`src/rtl/tap_hold_key_resolver_unit_macros.svh`:
```
// assertion macros for the tap/hold key resolver
// expects clk and rst_n in the scope of each use
`ifndef TAP_HOLD_KEY_RESOLVER_UNIT_MACROS_SVH
`define TAP_HOLD_KEY_RESOLVER_UNIT_MACROS_SVH

// same-cycle implication, disabled during reset
`define THKR_ASSERT_NOW(label, ante, cons, msg) \
    label: assert property (@(posedge clk) disable iff (!rst_n) (ante) |-> (cons)) \
        else $error(msg);

// next-cycle implication, disabled during reset
`define THKR_ASSERT_NEXT(label, ante, cons, msg) \
    label: assert property (@(posedge clk) disable iff (!rst_n) (ante) |=> (cons)) \
        else $error(msg);

`endif

```
`src/rtl/thkr_pkg.sv`:
```
// shared types and constants of the tap/hold key resolver
// no dependencies
package thkr_pkg;

    localparam int TIME_BITS   = 32;
    localparam int CFG_IDX_W   = 3;
    localparam int CFG_DATA_W  = 16;
    localparam int ACTION_W    = 3;
    localparam int NOW_W       = 32;
    localparam int S_TDATA_W   = 40;
    localparam int S_TUSER_W   = 3;
    localparam int M_TDATA_W   = 32;

    typedef logic [TIME_BITS-1:0] time_t;

    typedef enum logic [CFG_IDX_W-1:0] {
        CFG_HOLD_TERM         = 3'd0,
        CFG_QUICK_TAP_WINDOW  = 3'd1,
        CFG_PRIOR_IDLE_WINDOW = 3'd2,
        CFG_MODE_FLAGS        = 3'd3,
        CFG_TAP_CODE          = 3'd4,
        CFG_HOLD_CODE         = 3'd5,
        CFG_DOUBLE_TAP_CODE   = 3'd6,
        CFG_KEY_POSITION      = 3'd7
    } cfg_idx_t;

    typedef enum logic [ACTION_W-1:0] {
        ACT_PRESS   = 3'd0,
        ACT_RELEASE = 3'd1,
        ACT_TICK    = 3'd2,
        ACT_NOTE    = 3'd3,
        ACT_CLEAR   = 3'd4
    } action_t;

    typedef enum logic [1:0] {
        K_NONE    = 2'd0,
        K_PRESS   = 2'd1,
        K_RELEASE = 2'd2,
        K_TAP     = 2'd3
    } kind_t;

    typedef enum logic [4:0] {
        ST_NONE   = 5'b00001,
        ST_TAP    = 5'b00010,
        ST_HOLD   = 5'b00100,
        ST_QUICK  = 5'b01000,
        ST_DTWAIT = 5'b10000
    } stage_t;

    localparam int MODE_RETRO = 2;
    localparam int MODE_HWU   = 3;

    localparam logic [1:0] FLAVOR_HOLD     = 2'd0;
    localparam logic [1:0] FLAVOR_BALANCED = 2'd1;
    localparam logic [1:0] FLAVOR_TAP      = 2'd2;
    localparam logic [1:0] FLAVOR_TUI      = 2'd3;

    typedef struct packed {
        logic [15:0] hold_term;
        logic [15:0] quick_tap_window;
        logic [15:0] prior_idle_window;
        logic [3:0]  mode_flags;
        logic [7:0]  tap_code;
        logic [7:0]  hold_code;
        logic [7:0]  double_tap_code;
        logic [7:0]  key_position;
    } cfg_t;

    typedef struct packed {
        action_t action;
        time_t   now;
        logic    other_pressed;
        logic    other_released;
    } evt_t;

    typedef struct packed {
        stage_t stage;
        time_t  stage_start;
        logic   was_interrupted;
        logic   other_was_released;
        time_t  last_tap_time;
        time_t  last_other_key_time;
    } key_state_t;

    typedef struct packed {
        kind_t      first_kind;
        logic [7:0] first_code;
        kind_t      second_kind;
        logic [7:0] second_code;
        logic       undecided;
    } res_t;

    // register defaults: hold term of 200 ms, everything else zero
    localparam cfg_t CFG_RESET = {16'd200, 16'd0, 16'd0, 4'd0, 8'd0, 8'd0, 8'd0, 8'd0};

    // idle key with cleared times and flags
    localparam key_state_t KEY_STATE_RESET = {ST_NONE, {TIME_BITS{1'b0}}, 1'b0, 1'b0,
                                              {TIME_BITS{1'b0}}, {TIME_BITS{1'b0}}};

endpackage

```
`src/rtl/thkr_cfg_regs.sv`:
```
// configuration register bank of the tap/hold key resolver
// depends on thkr_pkg
module thkr_cfg_regs (
    input  logic                          clk,
    input  logic                          rst_n,
    input  logic                          cfg_we,
    input  logic [thkr_pkg::CFG_IDX_W-1:0]  cfg_index,
    input  logic [thkr_pkg::CFG_DATA_W-1:0] cfg_data,
    output thkr_pkg::cfg_t                cfg
);
    import thkr_pkg::*;

    cfg_t cfg_reg;

    always_ff @(posedge clk or negedge rst_n)
    begin
        if (!rst_n)
        begin
            cfg_reg <= CFG_RESET;
        end
        else if (cfg_we)
        begin
            case (cfg_idx_t'(cfg_index))
                CFG_HOLD_TERM:         cfg_reg.hold_term         <= cfg_data;
                CFG_QUICK_TAP_WINDOW:  cfg_reg.quick_tap_window  <= cfg_data;
                CFG_PRIOR_IDLE_WINDOW: cfg_reg.prior_idle_window <= cfg_data;
                CFG_MODE_FLAGS:        cfg_reg.mode_flags        <= cfg_data[3:0];
                CFG_TAP_CODE:          cfg_reg.tap_code          <= cfg_data[7:0];
                CFG_HOLD_CODE:         cfg_reg.hold_code         <= cfg_data[7:0];
                CFG_DOUBLE_TAP_CODE:   cfg_reg.double_tap_code   <= cfg_data[7:0];
                CFG_KEY_POSITION:      cfg_reg.key_position      <= cfg_data[7:0];
                default:               cfg_reg                   <= cfg_reg;
            endcase
        end
    end

    assign cfg = cfg_reg;

endmodule

```
`src/rtl/thkr_resolve.sv`:
```
// single-pass decision logic: next key state and actions for one event
// depends on thkr_pkg
module thkr_resolve (
    input  thkr_pkg::cfg_t       cfg,
    input  thkr_pkg::key_state_t st,
    input  thkr_pkg::evt_t       evt,
    output thkr_pkg::key_state_t st_next,
    output thkr_pkg::res_t       res
);
    import thkr_pkg::*;

    logic  has_dt;
    logic  retro;
    logic  hwu;
    logic  [1:0] flavor;
    time_t el_start;
    time_t el_tap;
    time_t el_other;
    logic  expired;
    logic  win_done;
    logic  wi_n;
    logic  owr_n;
    logic  hold;
    logic  tap_after;

    assign has_dt   = (cfg.double_tap_code != 8'd0);
    assign retro    = cfg.mode_flags[MODE_RETRO];
    assign hwu      = cfg.mode_flags[MODE_HWU];
    assign flavor   = cfg.mode_flags[1:0];
    assign el_start = evt.now - st.stage_start;
    assign el_tap   = evt.now - st.last_tap_time;
    assign el_other = evt.now - st.last_other_key_time;
    assign expired  = (el_start >= TIME_BITS'(cfg.hold_term));
    assign win_done = (cfg.quick_tap_window != 16'd0)
                    ? (el_start >= TIME_BITS'(cfg.quick_tap_window)) : expired;
    assign wi_n     = st.was_interrupted | evt.other_pressed;
    assign owr_n    = st.other_was_released | evt.other_released;

    always_comb
    begin
        case (flavor)
            FLAVOR_HOLD:     hold = expired | evt.other_pressed;
            FLAVOR_BALANCED: hold = expired | (wi_n & owr_n);
            FLAVOR_TAP:      hold = expired;
            default:         hold = wi_n & ~expired;
        endcase
    end

    always_comb
    begin
        st_next         = st;
        res             = '0;
        res.first_kind  = K_NONE;
        res.second_kind = K_NONE;
        tap_after       = 1'b0;
        case (evt.action)
            ACT_PRESS:
            begin
                if (st.stage == ST_DTWAIT)
                begin
                    res.first_kind = K_TAP;
                    res.first_code = cfg.double_tap_code;
                    st_next.stage  = ST_QUICK;
                end
                else if (cfg.prior_idle_window != 16'd0 &&
                         el_other < TIME_BITS'(cfg.prior_idle_window))
                begin
                    res.first_kind = K_TAP;
                    res.first_code = cfg.tap_code;
                    st_next.stage  = ST_NONE;
                end
                else if (!has_dt && cfg.quick_tap_window != 16'd0 &&
                         el_tap < TIME_BITS'(cfg.quick_tap_window))
                begin
                    res.first_kind = K_PRESS;
                    res.first_code = cfg.tap_code;
                    st_next.stage  = ST_QUICK;
                end
                else
                begin
                    st_next.stage_start        = evt.now;
                    st_next.stage              = ST_TAP;
                    st_next.was_interrupted    = 1'b0;
                    st_next.other_was_released = 1'b0;
                    if (hwu)
                    begin
                        res.first_kind = K_PRESS;
                        res.first_code = cfg.hold_code;
                    end
                end
            end
            ACT_RELEASE:
            begin
                st_next.stage = ST_NONE;
                case (st.stage)
                    ST_TAP:
                    begin
                        if (hwu)
                        begin
                            res.first_kind = K_RELEASE;
                            res.first_code = cfg.hold_code;
                        end
                        if (retro && !st.was_interrupted && expired)
                        begin
                            tap_after             = 1'b1;
                            st_next.last_tap_time = evt.now;
                        end
                        else if (!retro || !expired)
                        begin
                            st_next.last_tap_time = evt.now;
                            if (has_dt)
                            begin
                                st_next.stage       = ST_DTWAIT;
                                st_next.stage_start = evt.now;
                            end
                            else
                            begin
                                tap_after = 1'b1;
                            end
                        end
                    end
                    ST_HOLD:
                    begin
                        res.first_kind = K_RELEASE;
                        res.first_code = cfg.hold_code;
                    end
                    ST_QUICK:
                    begin
                        res.first_kind        = K_RELEASE;
                        res.first_code        = has_dt ? cfg.double_tap_code : cfg.tap_code;
                        st_next.last_tap_time = evt.now;
                    end
                    default:
                    begin
                        st_next.stage = ST_NONE;
                    end
                endcase
            end
            ACT_TICK:
            begin
                st_next.was_interrupted    = wi_n;
                st_next.other_was_released = owr_n;
                if (st.stage == ST_DTWAIT)
                begin
                    if (win_done)
                    begin
                        res.first_kind = K_TAP;
                        res.first_code = cfg.tap_code;
                        st_next.stage  = ST_NONE;
                    end
                end
                else if (st.stage == ST_TAP)
                begin
                    if (hold)
                    begin
                        if (!hwu)
                        begin
                            res.first_kind = K_PRESS;
                            res.first_code = cfg.hold_code;
                        end
                        st_next.stage = ST_HOLD;
                    end
                    else if (flavor == FLAVOR_TUI && expired && !wi_n)
                    begin
                        if (hwu)
                        begin
                            res.first_kind = K_RELEASE;
                            res.first_code = cfg.hold_code;
                        end
                        tap_after             = 1'b1;
                        st_next.last_tap_time = evt.now;
                        st_next.stage         = ST_NONE;
                    end
                end
            end
            ACT_NOTE:
            begin
                st_next.last_other_key_time = evt.now;
            end
            ACT_CLEAR:
            begin
                st_next.last_tap_time       = '0;
                st_next.last_other_key_time = '0;
            end
            default:
            begin
                st_next = st;
            end
        endcase
        // tap follows the hold release in the second slot when one was sent
        if (tap_after)
        begin
            if (hwu)
            begin
                res.second_kind = K_TAP;
                res.second_code = cfg.tap_code;
            end
            else
            begin
                res.first_kind = K_TAP;
                res.first_code = cfg.tap_code;
            end
        end
        res.undecided = (st_next.stage == ST_TAP);
    end

endmodule

```
`src/rtl/tap_hold_key_resolver_unit.sv`:
```
// top level of the tap/hold key resolver: input register, key state, result register
// depends on thkr_pkg, thkr_cfg_regs, thkr_resolve, tap_hold_key_resolver_unit_macros.svh
//
//  channel  | direction | handshake           | content
//  s_*      | in        | s_tvalid / s_tready | event: time, other-key flags, action
//  m_*      | out       | m_tvalid / m_tready | two key actions, key position, undecided
//  cfg_*    | in        | cfg_we              | register index and data
//
// one event per cycle while the result is not stalled; each event passes from s to m
// through the input register and the result register around the decision logic
// an event is resolved as it leaves the input register, updating the key state
// a stalled result holds the input register; s_tready falls only when both are full
// reset returns the config registers to defaults and the key to the idle stage
module tap_hold_key_resolver_unit (
    input  logic                            clk,
    input  logic                            rst_n,
    input  logic                            s_tvalid,
    output logic                            s_tready,
    input  logic [thkr_pkg::S_TDATA_W-1:0]  s_tdata,  // now[31:0], other_pressed, other_released
    input  logic [thkr_pkg::S_TUSER_W-1:0]  s_tuser,  // action
    output logic                            m_tvalid,
    input  logic                            m_tready,
    // first_kind, first_code, second_kind, second_code, reported_key, undecided
    output logic [thkr_pkg::M_TDATA_W-1:0]  m_tdata,
    input  logic                            cfg_we,
    input  logic [thkr_pkg::CFG_IDX_W-1:0]  cfg_index,
    input  logic [thkr_pkg::CFG_DATA_W-1:0] cfg_data
);
    import thkr_pkg::*;

`include "tap_hold_key_resolver_unit_macros.svh"

    cfg_t       cfg;
    evt_t       evt_reg;
    evt_t       evt_next;
    logic       in_valid_reg;
    logic       out_valid_reg;
    logic       out_free;
    logic       advance;
    key_state_t st_reg;
    key_state_t st_next;
    res_t       res_next;
    res_t       res_reg;
    logic [7:0] key_reg;

    thkr_cfg_regs u_cfg (
        .clk       (clk),
        .rst_n     (rst_n),
        .cfg_we    (cfg_we),
        .cfg_index (cfg_index),
        .cfg_data  (cfg_data),
        .cfg       (cfg)
    );

    thkr_resolve u_resolve (
        .cfg     (cfg),
        .st      (st_reg),
        .evt     (evt_reg),
        .st_next (st_next),
        .res     (res_next)
    );

    assign out_free = !out_valid_reg || m_tready;
    assign advance  = in_valid_reg && out_free;
    assign s_tready = !in_valid_reg || out_free;

    always_comb
    begin
        evt_next.action         = action_t'(s_tuser);
        evt_next.now            = s_tdata[TIME_BITS-1:0];
        evt_next.other_pressed  = s_tdata[NOW_W];
        evt_next.other_released = s_tdata[NOW_W+1];
    end

    always_ff @(posedge clk or negedge rst_n)
    begin
        if (!rst_n)
        begin
            in_valid_reg <= 1'b0;
        end
        else if (s_tready)
        begin
            in_valid_reg <= s_tvalid;
        end
    end

    always_ff @(posedge clk)
    begin
        if (s_tready && s_tvalid)
        begin
            evt_reg <= evt_next;
        end
    end

    always_ff @(posedge clk or negedge rst_n)
    begin
        if (!rst_n)
        begin
            st_reg <= KEY_STATE_RESET;
        end
        else if (advance)
        begin
            st_reg <= st_next;
        end
    end

    always_ff @(posedge clk or negedge rst_n)
    begin
        if (!rst_n)
        begin
            out_valid_reg <= 1'b0;
        end
        else if (out_free)
        begin
            out_valid_reg <= in_valid_reg;
        end
    end

    always_ff @(posedge clk)
    begin
        if (advance)
        begin
            res_reg <= res_next;
            key_reg <= cfg.key_position;
        end
    end

    assign m_tvalid = out_valid_reg;
    assign m_tdata  = {3'b000, res_reg.undecided, key_reg, res_reg.second_code,
                       res_reg.second_kind, res_reg.first_code, res_reg.first_kind};

    `THKR_ASSERT_NEXT(a_in_holds_on_stall, in_valid_reg && !out_free, in_valid_reg,
        "input register dropped an event while the result was stalled")
    `THKR_ASSERT_NEXT(a_undecided_matches, advance, res_reg.undecided == (st_reg.stage == ST_TAP),
        "undecided flag disagrees with the stored stage")
    `THKR_ASSERT_NEXT(a_second_needs_first, advance,
        !(res_reg.first_kind == K_NONE && res_reg.second_kind != K_NONE),
        "second action present without a first action")
    `THKR_ASSERT_NOW(a_ready_low_only_full, !s_tready,
        in_valid_reg && out_valid_reg && !m_tready,
        "input stalled while a stage was free")

endmodule
```
`config.mk`:
```
export PLATFORM = sky130hd
export DESIGN_NAME = tap_hold_key_resolver_unit
export DESIGN_NICKNAME = d
export VERILOG_FILES = /design/src/rtl/thkr_pkg.sv /design/src/rtl/thkr_cfg_regs.sv /design/src/rtl/thkr_resolve.sv /design/src/rtl/tap_hold_key_resolver_unit.sv
export VERILOG_INCLUDE_DIRS = /design/src /design/src/rtl
export SDC_FILE = /design/constraint.sdc
export NUM_CORES = 1
export LEC_CHECK = 0
export ABC_AREA = 1
export BUFFER_PORTS_ARGS = -buffer_cell sky130_fd_sc_hd__buf_2
export CAP_MARGIN = 10
export CORE_MARGIN = 2
export CORE_UTILIZATION = 48
export CTS_CLUSTER_SIZE = 16
export DETAILED_ROUTE_END_ITERATION = 7
export PLACE_DENSITY = 0.65
export SLEW_MARGIN = 10
export SYNTH_ARGS = -nofsm -noshare
export SYNTH_HDL_FRONTEND = slang
export SYNTH_SLANG_ARGS = --single-unit
```
`constraint.sdc`:
```
create_clock -name clk -period 3.9 [get_ports clk]
set_input_delay 0.585 -clock clk [delete_from_list [all_inputs] [get_ports clk]]
set_output_delay 0.585 -clock clk [all_outputs]
set_load 0.01 [all_outputs]
```
Word level (Yosys, flattened, before mapping)
Index checks and enable logic that the tools add are counted.
{ "totals": {"mem_count": 0, "output_inout_bits": 34, "in_bits": 67, "reg_bits": 255, "latch_bits": 0, "elab_cells": 170, "mem_bits_ro": 0, "ramBits": 0} }
{ "classes": {"bitwise_logic": 7, "addsub": 3, "n_div": 0, "reduce_logical": 42, "eq_ne": 32, "shift": 0, "muxes": 56, "multipliers": 0, "magnitude_cmp": 4} }
{ "op_table": {"columns": ["op", "count"], "rows": [
  ["$mux 32", 7],
  ["$pmux 32 s2", 3],
  ["$mux 37", 3],
  ["$mux 34", 3],
  ["$mux 10", 10],
  ["$pmux 32 s3", 1],
  ["$sub 32x32->32", 3],
  ["$ge 32x16->1", 2],
  ["$lt 32x16->1", 2],
  ["$pmux 10 s3", 2],
  ["$mux 5", 8],
  ["$reduce_bool 16->1", 2],
  ["$mux 9", 3],
  ["$mux 20", 1],
  ["$reduce_and 2->1", 10],
  ["$eq 3x3->1 const B", 5],
  ["$pmux 5 s3", 1],
  ["$eq 3x2->1 const B", 4],
  ["$ne 2x2->1 const B", 6],
  ["$eq 5x2->1 const B", 2],
  ["$ne 2x1->1 const B", 5],
  ["$logic_and 1x1->1", 9],
  ["$mux 1", 9],
  ["$reduce_and 9->1", 1],
  ["other kinds (25)", 42]
]} }

Longest topological paths before layout
Gate-level depths: netlist of the first run.
{ "depth": {"depth_word": 11, "depth_mapped": 28, "ltp_nobuf": 27} }

Modules after synthesis
From an unflattened synthesis of the first run, not the netlist that was laid out.
{ "unflattened": {"cells_unflattened": 3535, "hier_area_um2": 22866.9} }
{ "by_module_without_submodules": {"columns": ["module", "cells_each", "n_inst", "seq_area_each_um2", "area_each_um2"], "rows": [
  ["thkr_resolve", 2628, 1, 0.0, 13336.5],
  ["tap_hold_key_resolver_unit", 527, 1, 4610.7, 6159.7],
  ["thkr_cfg_regs", 380, 1, 2105.8, 3370.7]
]} }

Worst setup path before layout of the first run
Ideal clock, no wire load.
{ "synth_timing": {"path_type": "flip-flop to flip-flop", "startpoint": "reg evt_reg[3] in the netlist's numbering", "endpoint": "reg st_reg[70] in the netlist's numbering", "stages_incl_launch_ff": 22, "setup_ns": 0.118, "period_less_slack_ns": 3.582, "slack_ns": 0.318, "arrival_time_ns": 3.464, "t_required_ns": 3.782, "path_buffers": 1, "path_cell_list": "edfxtp_1 > inv_1 > fa_1 > inv_1 > nand2_1 > nand3_1 > nand2_1 > nand2_1 > xor2_1 > ha_1 > nand2_1 > a21oi_1 > nor3_1 > a21boi_0 > nand3_2 > nand2_2 > nand3_1 > nand2_1 > nand3_2 > nor2_8 > buf_4 > o21ai_2"} }
{ "synth_via": {"elab_chain_cells": 6, "word_cells_on_any_way": 16, "classes_between": "add/sub (3); order compare (3); eq/ne (4); reduce/logical (6)"} }
{ "synth_lines": {"columns": ["item", "line", "source"], "rows": [
  ["start: declaration", "tap_hold_key_resolver_unit.sv:34", "evt_t evt_reg;"],
  ["start signal: assignment", "tap_hold_key_resolver_unit.sv:91", "evt_reg <= evt_next;"],
  ["$sub 32x32->32", "thkr_resolve.sv:30", "assign el_start = evt.now - st.stage_start;"],
  ["$ge 32x16->1", "thkr_resolve.sv:33", "assign expired = (el_start >= TIME_BITS'(cfg.hold_term));"],
  ["$logic_not 1->1", "thkr_resolve.sv:108", "else if (!retro || !expired)"],
  ["$logic_or 1x1->1", "thkr_resolve.sv:108", null],
  ["$ne 2x1->1 (no line)", null, null],
  ["$reduce_and 9->1 (no line) *", null, null],
  ["end signal: assignment", "tap_hold_key_resolver_unit.sv:103", "st_reg <= st_next;"],
  ["end: declaration", "tap_hold_key_resolver_unit.sv:40", "key_state_t st_reg;"]
]} }
Mark *: on every way between the ends. The rest lies on a longest branch, timed or not.
A chain may end at the register's enable or synchronous reset.

Worst setup path after layout of the first run
{ "layout_timing": {"startpoint": "reg evt_reg[6] in the netlist's numbering", "endpoint": "reg st_reg[48] in the netlist's numbering"} }
{ "layout_via": {"elab_chain_cells": 7, "word_cells_on_any_way": 19, "classes_between": "add/sub (1); order compare (1); eq/ne (3); mux (4); bitwise (4); reduce/logical (6)"} }
{ "layout_lines": {"columns": ["item", "line", "source"], "rows": [
  ["$sub 32x32->32 *", "thkr_resolve.sv:30", null],
  ["$ge 32x16->1 *", "thkr_resolve.sv:33", null],
  ["$not 1->1", "thkr_resolve.sv:45", "default: hold = wi_n & ~expired;"],
  ["$and 1x1->1", "thkr_resolve.sv:45", null],
  ["$pmux 1 s3", "thkr_resolve.sv:41", "case (flavor)"],
  ["$ne 2x2->1 (no line)", null, null],
  ["$reduce_and 8->1 (no line)", null, null]
]} }
Marks and branches as above.

==> flow_summary_export.csv, run 1 <==
group,metric,value,unit
status,run_status,"complete, but fails checks",
status,violations_in_the_final_reports,"setup timing",
final_layout,num-fill-cells,3291,
sta,timing.setup.tns,-8.808,ns
final_layout,finish.utilization,66.64,%
logic_synthesis,syn-instance-count,2781,
final_layout,stdcell_area,26540,µm²
clocking,cts.htree.levels,1,
worst_setup_path,crit_path_leading_delay_family,"buffers and inverters",
logic_synthesis,synth_warnings,0,
logic_synthesis,number_of_distinct_standard_cells_referenced_by_the_synthesized_netlist,46,
drt,routed-via-count,20430,
logic_synthesis,syn-mean-instance-area,6.968,µm²
floorplan,row_count,73,
floorplan,core_area,39820,µm²
sta,grt_setup_unrepaired,"true",
clocking,worst_skew_late_latency,0.58,ns
worst_setup_path,crit_path_frequent_cell,"sky130_fd_sc_hd__buf_6",
worst_setup_path,worstSetupStartpointType,"flip-flop",
worst_setup_path,capturing_point_of_the_worst_reg2reg_path,"st_reg[48]",
sta,setup_violations,75,
job,max_cap_violations,0,
pwr,leakage,13.07,nW
sta,f_max,243.5,MHz
placed_design,placed_cells_incl_taps,3647,
pwr,power.ir.vdd_worst,0.0004308,V
sta,final-max-slew-violation-count,0,
sta,clock-skew-final,0.01748,ns
global_routing,gr-total-overflow,0,
pwr,total_power,20.12,mW
clocking,tritoncts,"done",
sta,final_min_period_over_clock_period,105.3,%
sta,timing.final.crit_period,4.106,ns
worst_setup_path,worst_r2r_path_depth,26,
min_path,min_path_type,"input pin to asynchronous set/reset pin",
placed_design,placed_cell_area,22600,µm²
final_layout,flip_flop_count_of_the_largest_register_all_copies_and_words_added,103,
floorplan,die-width,204.9,µm
final_layout,final_cell_count_no_fill,3797,
placed_design,pre_cts_slack,-0.3504,ns
drt,drt-total-wl,69620,µm
global_routing,antenna_found_initial,1,
sta,hold_slack,0.08265,ns
worst_setup_path,critPathKind,"flip-flop to flip-flop",
clocking,clkSinkCount,254,
logic_synthesis,netlist_area,19380,µm²
floorplan,die_area,41990,µm²
global_routing,vias_in_the_first_global_route,19850,
worst_setup_path,critical-path-slowest-cell,"sky130_fd_sc_hd__edfxtp_1",
sta,max_slew_margin,26.10,%
sta,hold_viol_final,0,
drt,ant_nets,0,
worst_setup_path,worstReg2RegStart,"evt_reg[6]",
worst_setup_path,reg_to_reg_slack_setup,-0.21,ns
pwr,powerDensity,758.3,nW/µm²
drt,routed_via_density,5.381,
worst_setup_path,biggest_cell_delay_along_the_critical_path,0.42,ns
final_layout,fin_nets,3473,
global_routing,groute.usage.overall,31.22,%
placed_design,dp_hpwl,50230,µm
global_routing,wire_length_of_the_first_global_routing_pass,102900,µm
drt,drt-wirelength-per-cell,18.34,µm
floorplan,start_util,48.66,%
logic_synthesis,yosys_register_bits,254,
sta,post-route-worst-setup-slack,-0.2062,ns
floorplan,io_pins,101,
global_routing,grt_start_max_net_pins,90,
worst_setup_path,crit_buf_inv,11,
floorplan,die_h,204.9,µm
worst_setup_path,critical_path_peak_fanout,12,
drt,drt_pre_antenna_iters,6,
placed_design,gp_congestion,0.9664,
clocking,clk_transition_reported_paths,0.06,ns
worst_setup_path,critical_path_arrival,4.60,ns
sta,max_slew.worst_pin.slew,1.107,ns
drt,detail_route.drc_violations,0,
clocking,cts_inserted_buffers,29,
logic_synthesis,synth_sequential_area_ratio,34.50,%
worst_setup_path,critical_path.endpoint_type,"flip-flop",
clocking,cts_root_buf,"sky130_fd_sc_hd__clkbuf_16",
final_layout,area_delta_synth_final,36.94,%
placed_design,portBuffers,91,
worst_setup_path,worst_ep_required_time,4.40,ns
clocking,clockBufferDepth,3,
final_layout,fraction_of_layout_cells_with_a_size_suffix_above_1,28.49,%
drt,detailedRoute.firstIterationViolations,1454,
==> layout make-up <==
class                   count  area [µm²]  share of cell area (%)
diodes                      1       2.502                0.009429
clock buffers              35       779.5                   2.937
clock inverters            19       148.9                  0.5611
inverters                 479        1812                   6.827
multi-input cells        1998       12580                   47.39
flip-flops and latches    254        6686                   25.20
well taps                 525       656.9                   2.475
repair buffers            485        3867                   14.57
repair inverters            1       7.507                 0.02829
==> per-layer routing <==
metal	up-vias	wire, µm	GRT usage, %
met2	675	35010	55.42
met5	-	0	0
met4	0	3301	12.92
met3	217	3636	3.484
li1	9870	-	-
met1	9671	27670	38.45
==> placed cells by master, fill, tap and decap left out, drive strengths merged, types with 4 or more instances in the layout <==
| cell type | synthesis | routed |
|---|---|---|
| xnor2 | 6 | 6 |
| clkbuf | 30 | 41 |
| dfrtp | 185 | 185 |
| xor2 | 44 | 44 |
| a21boi | 5 | 5 |
| nand3b | 19 | 19 |
| dfstp | 4 | 4 |
| and2 | 5 | 5 |
| nand4 | 52 | 52 |
| clkinv | 4 | 14 |
| buf | 23 | 479 |
| nand2 | 787 | 787 |
| clkinvlp | 0 | 6 |
| nor4 | 7 | 7 |
| o21ai | 244 | 244 |
| inv | 475 | 478 |
| a21o | 4 | 4 |
| o21bai | 8 | 8 |
| nor2 | 260 | 261 |
| a21oi | 178 | 178 |
| edfxtp | 65 | 65 |
| ha | 155 | 155 |
| o21a | 6 | 6 |
| nor3 | 26 | 26 |
| nand3 | 171 | 171 |
==> how the worst max path moves through the flow <==
stage,startpoint,endpoint,slack [ns],cells past startpoint
2_1_floorplan,evt_reg[3],st_reg[70],0.32,21
3_3_place_gp,evt_reg[6],m_tdata[8],-0.32,24
3_5_place_dp,evt_reg[6],m_tdata[9],-0.35,28
4_1_cts,evt_reg[11],st_reg[94],0.0002,25
5_1_grt,evt_reg[2],m_tdata[7],-0.34,26
6_report,evt_reg[6],st_reg[48],-0.21,26
==> cell usage after synthesis (all sizes together) <==
library cell | count | area [µm²]
a311oi | 2 | 17.52
fa | 3 | 60.06
nand2 | 787 | 2967
a211oi | 3 | 22.52
o21ai | 244 | 1326
nor4 | 7 | 43.79
and2 | 5 | 31.28
o21bai | 8 | 60.06
inv | 475 | 1783
o21a | 6 | 45.04
o22ai | 1 | 12.51
and3 | 1 | 6.260
a21o | 4 | 30.03
nand3b | 19 | 142.6
nor3 | 26 | 140.1
edfxtp | 65 | 1952
nor2 | 260 | 1005
a21boi | 5 | 37.54
clkbuf | 30 | 112.6
xnor2 | 6 | 52.55
dfrtp | 185 | 4629
a21oi | 178 | 894.6
dfstp | 4 | 105.1
o211ai | 3 | 22.52
o2111ai | 1 | 8.760
buf | 23 | 151.4
nor3b | 1 | 7.510
xor2 | 44 | 385.4
nand3 | 171 | 1021
nand4 | 52 | 325.3
ha | 155 | 1939
conb | 1 | 3.750
mux2 | 2 | 22.52
clkinv | 4 | 15.01
==> cells by family (layout without fill, tap and decap cells) <==
group | after synthesis | after routing | share of synthesized area, %
AOI/OAI and AO/OA | 455 | 455 | 12.78
adders and majority gates | 158 | 158 | 10.32
xor gates and xnor gates | 50 | 50 | 2.260
buffers and inverters | 532 | 1019 | 10.64
and+or+nand+nor | 1329 | 1330 | 29.36
muxes | 2 | 2 | 0.1162
other | 1 | 4 | 0.01935
DFF | 254 | 254 | 34.50
==> what timing repair did <==
item / in CTS / in global routing
gates cloned: 3 / 8
hold buffers: 0 / 0
gates resized for setup: 172 / 283
pin swaps: 49 / 141
buffers inserted: 46 / 43
endpoints found under the setup margin: 90 / 91
==> power breakdown <==
part	total, mW	internal, mW	switching, mW
logic	13.6	5.97	7.62
registers	3.83	3.44	0.388
clock network	2.71	1.50	1.21
total	20.1	10.9	9.22
No activity file was read; power rests on OpenSTA's default activity.
==> run 2: changes to the inputs <==
- CTS_BUF_LIST: not set -> sky130_fd_sc_hd__clkbuf_4 sky130_fd_sc_hd__clkbuf_8
- REMOVE_ABC_BUFFERS: not set -> 1
- clock period: 3.9 -> 5.2 ns (I/O delays scaled with it)
==> run 2 against run 1 <==
Net effect: the run now ends clean; wire length decreased by 14%; count of clock-buffer cells in the layout increased by 28; setup slack improved by 0.57 ns; critical path type unchanged; sequential cell count unchanged; combinational power is 51% lower; non-clock buffer count shrank 354; fmax decreased by 15%; critical path depth down 2; critical endpoint is now st_reg[95]; total power fell by 41%; sequential share of layout area rose by 5.6 points; first-iteration DRC count down 20%.
==> flow_summary_export.csv, run 2 (synthesis gave the netlist of run 1 again) <==
group,metric,value,unit
sta,max_slew.worst_pin.slew,1.096,ns
worst_setup_path,worst_r2r_path_depth,24,
clocking,cts_root_buf,"sky130_fd_sc_hd__clkbuf_8",
drt,drt_pre_antenna_iters,7,
floorplan,die_h,204.9,µm
drt,routed-wl-met2,28020,µm
drt,drt-wirelength-per-cell,17.19,µm
sta,grt_setup_unrepaired,"false",
final_layout,fraction_of_layout_cells_with_a_size_suffix_above_1,10.65,%
sta,final-max-slew-violation-count,0,
sta,hold_viol_final,0,
final_layout,insertedDiodeCount,0,
final_layout,flip_flop_count_of_the_largest_register_all_copies_and_words_added,103,
sta,max_slew_margin,26.83,%
final_layout,area_delta_synth_final,12.18,%
floorplan,start_util,48.66,%
floorplan,core_area,39820,µm²
placed_design,dp_hpwl,48070,µm
global_routing,vias_in_the_first_global_route,17740,
placed_design,gp_congestion,0.9534,
pwr,leakage,11.07,nW
sta,f_max,206.8,MHz
floorplan,die-width,204.9,µm
clocking,tritoncts,"done",
drt,maxUsedRoutingLayer,"met4",
clocking,cts_hold_buf,0,
sta,clock-skew-final,0.04543,ns
clocking,clockBufferDepth,3,
floorplan,die_area,41990,µm²
pwr,powerDensity,546.2,nW/µm²
worst_setup_path,critPathKind,"flip-flop to flip-flop",
clocking,postCtsResizedCells,0,
final_layout,final_cell_count_no_fill,3472,
global_routing,antenna_found_initial,0,
final_layout,fin_nets,3135,
drt,ant_nets,0,
clocking,worst_skew_late_latency,0.65,ns
global_routing,gr-total-overflow,0,
job,max_cap_violations,0,
drt,m1WireLength,26330,µm
drt,detail_route.drc_violations,0,
worst_setup_path,worst_ep_required_time,5.69,ns
min_path,min_path_type,"input pin to asynchronous set/reset pin",
placed_design,portBuffers,91,
clocking,cts.htree.levels,2,
sta,setup_violations,0,
global_routing,groute.usage.overall,29.17,%
drt,routed-via-count,18200,
sta,post-route-worst-setup-slack,0.3653,ns
sta,final_min_period_over_clock_period,92.97,%
drt,wl_met3,3075,µm
global_routing,grt_start_max_net_pins,101,
final_layout,finish.utilization,54.59,%
final_layout,final_common_cell,"sky130_fd_sc_hd__nand2_1",
floorplan,io_pins,101,
worst_setup_path,critical_path_peak_fanout,35,
drt,routed_via_density,5.243,
final_layout,layout_common_cells,"781 x sky130_fd_sc_hd__nand2_1, 456 x sky130_fd_sc_hd__inv_1, 254 x sky130_fd_sc_hd__nor2_1",
status,run_status,"complete, no violations",
placed_design,placed_cells_incl_taps,3386,
sta,timing.setup.tns,0,ns
sta,timing.final.crit_period,4.835,ns
clocking,post_cts.repair.setup_buffers,0,
pwr,power.ir.vdd_worst,0.0002691,V
worst_setup_path,worstSetupStartpointType,"flip-flop",
global_routing,wire_length_of_the_first_global_routing_pass,94990,µm
floorplan,row_count,73,
clocking,cts_inserted_buffers,47,
drt,drt-total-wl,59690,µm
clocking,clkSinkCount,254,
placed_design,pre_cts_slack,0.5122,ns
worst_setup_path,critical_path.endpoint_type,"flip-flop",
clocking,clk_transition_reported_paths,0.06,ns
drt,detailedRoute.firstIterationViolations,1158,
worst_setup_path,critical_path_arrival,5.33,ns
## run 2: changes by cell type in the layout (fill, tap and decap cells not counted), sizes merged
cell and delta:
buf -349, clkbuf +23, bufinv +6, clkinvlp -6, clkinv +5, inv -2
diode -1, nor2 -1
## run 2: metal layers
metal	vias to the layer above	GRT usage, %
li1	9206	-
met1	8411	37.11
met2	475	49.69
met3	112	4.582
met4	0	11.28
met5	-	0
## run 2: area by class of cell
cell class,instances,area [µm²]
well taps,525,656.9
multi-input cells,1997,10660
flip-flops and latches,254,6686
clock buffers,63,823.3
fillers,4051,18080
clock inverters,23,300.3
repair buffers,131,814.5
inverters,479,1798
## run 2: critical path: stages (launching register included)
cell and delay [ns]:
sky130_fd_sc_hd__edfxtp_1 0.55, sky130_fd_sc_hd__ha_1 0.45, sky130_fd_sc_hd__a21oi_1 0.25, sky130_fd_sc_hd__nand2_1 0.22, sky130_fd_sc_hd__nand2_1 0.11, sky130_fd_sc_hd__nand2_1 0.07, sky130_fd_sc_hd__nand3_1 0.07, sky130_fd_sc_hd__nand2_1 0.14
sky130_fd_sc_hd__xor2_1 0.39, sky130_fd_sc_hd__ha_1 0.33, sky130_fd_sc_hd__a21oi_1 0.15, sky130_fd_sc_hd__o21ai_0 0.12, sky130_fd_sc_hd__nor2_1 0.12, sky130_fd_sc_hd__buf_4 0.14, sky130_fd_sc_hd__nand3_1 0.07, sky130_fd_sc_hd__nor3_1 0.19
sky130_fd_sc_hd__nand3_1 0.09, sky130_fd_sc_hd__nor2_1 0.15, sky130_fd_sc_hd__buf_4 0.17, sky130_fd_sc_hd__nand3_1 0.18, sky130_fd_sc_hd__nand2_1 0.28, sky130_fd_sc_hd__nor2_8 0.09, sky130_fd_sc_hd__buf_12 0.19, sky130_fd_sc_hd__nand3_2 0.09
sky130_fd_sc_hd__o21ai_2 0.05
## run 2: worst paths after layout
path	slack, ns	end	start
setup / recovery	0.37	st_reg[95]	evt_reg[4]
hold / removal	0.23	u_cfg.cfg[21]	rst_n
setup reg to reg	0.37	st_reg[95]	evt_reg[4]
hold reg to reg	0.45	key_reg[2]	u_cfg.cfg[2]
max in group asynchronous	3.91	st_reg[96]	rst_n
min in group clk	0.31	evt_reg[34]	s_tuser[0]
## run 2: power breakdown
| group | internal, mW | leakage (nW) | switching [mW] | total, mW |
|---|---|---|---|---|
| logic | 2.34 | 7.51 | 4.37 | 6.72 |
| clock network | 1.38 | 0.587 | 0.920 | 2.30 |
| registers | 2.58 | 2.97 | 0.272 | 2.85 |
| total | 6.31 | 11.1 | 5.57 | 11.9 |
## run 2: stage by stage
| step | power [mW] | cell area (µm²) | hold slack, ns |
|---|---|---|---|
| after detailed placement | 9.516 | 20620 | 0.4353 |
| final | 11.87 | 21740 | 0.2342 |
| after global routing | 13.02 | 21740 | 0.2617 |
| after global placement | 9.368 | 20620 | 0.4306 |
| after CTS | 11.89 | 21740 | 0.2305 |
| after floorplan | 7.588 | 19120 | 0.4256 |
==> run 3: changes to the inputs <==
- PLACE_DENSITY: 0.65 -> not set
- RECOVER_POWER: not set -> 50
- SYNTH_HIERARCHICAL: not set -> 1
- clock period: 5.2 -> 6.1 ns (I/O delays scaled with it)
==> run 3 against run 2 <==
Net effect: final area is 14% higher; combinational power is 13% lower; critical path type unchanged; sequential cell count is 1 higher; the flow now finishes with violations (capacitance limit, slew limit).
==> flow_summary_export.csv, run 3 <==
group,metric,value,unit
status,run_status,"complete, but fails checks",
status,violations_in_the_final_reports,"capacitance limit, slew limit",
drt,maxUsedRoutingLayer,"met5",
logic_synthesis,synth_sequential_area_ratio,29.37,%
global_routing,groute.usage.overall,32.69,%
drt,routed-via-count,24290,
min_path,min_path_type,"input pin to flip-flop",
logic_synthesis,async_flop_share,74.12,%
placed_design,placed_cell_area,23800,µm²
pwr,switching_share,49.72,%
logic_synthesis,post_synth_top_area_cell,"sky130_fd_sc_hd__dfrtp_1",
drt,drt-total-wl,81370,µm
final_layout,insertedDiodeCount,0,
floorplan,row_count,79,
worst_setup_path,critical_path.endpoint_type,"flip-flop",
global_routing,vias_in_the_first_global_route,23120,
drt,m1WireLength,35450,µm
clocking,clockBufferDepth,3,
min_path,hold_depth,1,
clocking,cts_inserted_buffers,48,
worst_setup_path,critical_path_peak_fanout,25,
clocking,worst_skew_late_latency,0.68,ns
clocking,cts_root_buf,"sky130_fd_sc_hd__clkbuf_8",
sta,final_min_period_over_clock_period,89.79,%
sta,max_slew.worst_pin.slew,2.507,ns
pwr,power.ir.vdd_worst,0.0002206,V
sta,f_max,182.6,MHz
sta,timing.setup.tns,0,ns
global_routing,antenna_found_initial,1,
pwr,switching_power,5.122,mW
drt,detail_route.drc_violations,0,
worst_setup_path,startpoint,"evt_reg[2]",
floorplan,io_pins,101,
sta,max_slew_margin,-67.16,%
logic_synthesis,synth_top_area_share,20.25,%
drt,ant_nets,0,
global_routing,grt_start_max_net_pins,154,
floorplan,die-width,222.3,µm
pwr,clock_power_share,18.7,%
logic_synthesis,synth_top_cells_by_count,"1228 x sky130_fd_sc_hd__nand2_1, 431 x sky130_fd_sc_hd__inv_1, 326 x sky130_fd_sc_hd__nand3_1",
final_layout,layout_common_cells,"1230 x sky130_fd_sc_hd__nand2_1, 430 x sky130_fd_sc_hd__inv_1, 324 x sky130_fd_sc_hd__nand3_1",
clocking,cts_hold_buf,0,
placed_design,portBuffers,91,
sta,final-max-slew-violation-count,294,
logic_synthesis,synth-edff-count,66,
clocking,postCtsResizedCells,0,
pwr,powerDensity,414.8,nW/µm²
pwr,leakage,12.79,nW
drt,detailedRoute.firstIterationViolations,2253,
global_routing,gr-total-overflow,0,
drt,routed_via_density,5.740,
logic_synthesis,synth_warnings,6,
worst_setup_path,worstReg2RegStart,"evt_reg[2]",
floorplan,start_util,48.91,%
logic_synthesis,number_of_distinct_standard_cells_referenced_by_the_synthesized_netlist,57,
worst_setup_path,worst_ep_required_time,6.61,ns
logic_synthesis,synth_flop_cell,"sky130_fd_sc_hd__dfrtp_1",
pwr,p_comb_share,56.7,%
worst_setup_path,critPathKind,"flip-flop to flip-flop",
drt,routed-wl-met2,36520,µm
drt,drt-wirelength-per-cell,19.23,µm
worst_setup_path,worstSetupStartpointType,"flip-flop",
pwr,internal_power,5.180,mW
clocking,clkSinkCount,255,
sta,clock-skew-final,0.07083,ns
sta,setup_violations,0,
final_layout,final_common_cell,"sky130_fd_sc_hd__nand2_1",
clocking,post_cts.repair.setup_buffers,0,
clocking,tritoncts,"done",
logic_synthesis,syn-instance-count,3535,
final_layout,fraction_of_layout_cells_with_a_size_suffix_above_1,7.917,%
sta,grt_setup_unrepaired,"false",
floorplan,die_area,49400,µm²
logic_synthesis,yosys_register_bits,255,
logic_synthesis,syn-mean-instance-area,6.469,µm²
sta,hold_viol_final,0,
worst_setup_path,worst_r2r_path_depth,25,
logic_synthesis,synthMostInstantiatedCell,"sky130_fd_sc_hd__nand2_1",
placed_design,dp_hpwl,61070,µm
drt,wl_met3,6898,µm
job,max_cap_violations,4,
final_layout,fin_nets,3811,
worst_setup_path,critical_path_arrival,5.98,ns
floorplan,die_h,222.3,µm
final_layout,flip_flop_count_of_the_largest_register_all_copies_and_words_added,103,
clocking,cts.htree.levels,2,
pwr,total_power,10.30,mW
global_routing,wire_length_of_the_first_global_routing_pass,127800,µm
final_layout,stdcell_area,24840,µm²
drt,drt_pre_antenna_iters,7,
clocking,clk_transition_reported_paths,0.06,ns
placed_design,gp_congestion,0.9826,
floorplan,core_area,46750,µm²
min_path,min_from,"s_tdata[2]",
logic_synthesis,netlist_area,22870,µm²
logic_synthesis,synthTopCellsByArea,"sky130_fd_sc_hd__dfrtp_1 20%, sky130_fd_sc_hd__nand2_1 20%, sky130_fd_sc_hd__edfxtp_1 8.7%, sky130_fd_sc_hd__ha_1 8.5%, sky130_fd_sc_hd__nand3_1 7.1%",
pwr,share_seq_of_total_power,24.6,%
sta,timing.final.crit_period,5.477,ns
final_layout,num-fill-cells,4706,
final_layout,area_delta_synth_final,8.618,%
## run 3: stage by stage
step | worst slack, ns | util (%) | hold WS, ns | cells
3_5_place_dp | 0.8848 | 50.90 | 0.4355 | 4143
6_report | 0.6229 | 53.12 | 0.4138 | 4232
5_1_grt | 0.2978 | 53.12 | 0.3948 | 4232
2_1_floorplan | -0.1159 | - | 0.4253 | 3409
3_3_place_gp | 0.9863 | 50.90 | 0.4321 | 4143
4_1_cts | 0.7777 | 53.26 | 0.1693 | 4232
## run 3: path summary, 6_finish.rpt
check                               to  slack (ns)
max                         st_reg[94]        0.62
min                         evt_reg[4]        0.41
max reg2reg                 st_reg[94]        0.62
min reg2reg                 key_reg[7]        0.45
max in group asynchronous   st_reg[25]        1.66
min in group asynchronous  st_reg[101]        1.03
## run 3: final cells by class
cell class	instances	area, µm²	area share, %
clock buffers	80	975.9	3.929
multi-input cells	2703	13820	55.64
flip-flops and latches	255	6716	27.04
well taps	607	759.5	3.058
inverters	451	1698	6.836
clock inverters	9	127.6	0.5138
repair buffers	127	740.7	2.982
## run 3: cells by family after synthesis
group                      count (synthesis)  synth area share [%]
DFF                                      255                 29.37
and+or+nand+nor                         1971                 36.37
xor gates and xnor gates                  49                 1.877
other                                      1               0.01640
AOI/OAI and AO/OA                        522                 13.31
buffers and inverters                    579                 10.31
adders and majority gates                158                 8.744
## run 3: critical path, cell delays in order (launching register included)
cell and delay [ns]:
sky130_fd_sc_hd__edfxtp_1 0.40, sky130_fd_sc_hd__inv_1 0.28, sky130_fd_sc_hd__ha_1 0.26, sky130_fd_sc_hd__inv_1 0.11, sky130_fd_sc_hd__fa_1 0.47, sky130_fd_sc_hd__nand3_1 0.11
sky130_fd_sc_hd__nand2_1 0.09, sky130_fd_sc_hd__nand2_1 0.08, sky130_fd_sc_hd__nand3_1 0.17, sky130_fd_sc_hd__nand2_1 0.11, sky130_fd_sc_hd__nand2_1 0.16, sky130_fd_sc_hd__nand4_1 0.16
sky130_fd_sc_hd__nand2_1 0.08, sky130_fd_sc_hd__nand2_1 0.10, sky130_fd_sc_hd__nand2_1 0.06, sky130_fd_sc_hd__nor2_1 0.10, sky130_fd_sc_hd__nand2_1 0.06, sky130_fd_sc_hd__nor2_1 0.39
sky130_fd_sc_hd__nand4_1 0.59, sky130_fd_sc_hd__nand4_1 0.59, sky130_fd_sc_hd__buf_4 0.39, sky130_fd_sc_hd__o21ai_0 0.14, sky130_fd_sc_hd__a21oi_1 0.17, sky130_fd_sc_hd__nand2_1 0.07
sky130_fd_sc_hd__nand3_1 0.08, sky130_fd_sc_hd__nand2_1 0.07
## run 3: layer usage
layer / GRT usage (%) / vias to the layer above
met5: 0 / -
met4: 11.22 / 2
met3: 5.462 / 158
met2: 52.22 / 997
met1: 44.78 / 11440
li1: - / 11700
## run 3: power groups by stage
stage | sequential, mW | combinational, mW | clock (mW)
floorplan | 2.44 | 4.02 | 0
global placement | 2.53 | 5.55 | 0
detailed placement | 2.55 | 5.71 | 0
CTS | 2.52 | 5.74 | 1.97
global route | 2.58 | 6.51 | 2.05
finish | 2.53 | 5.84 | 1.93
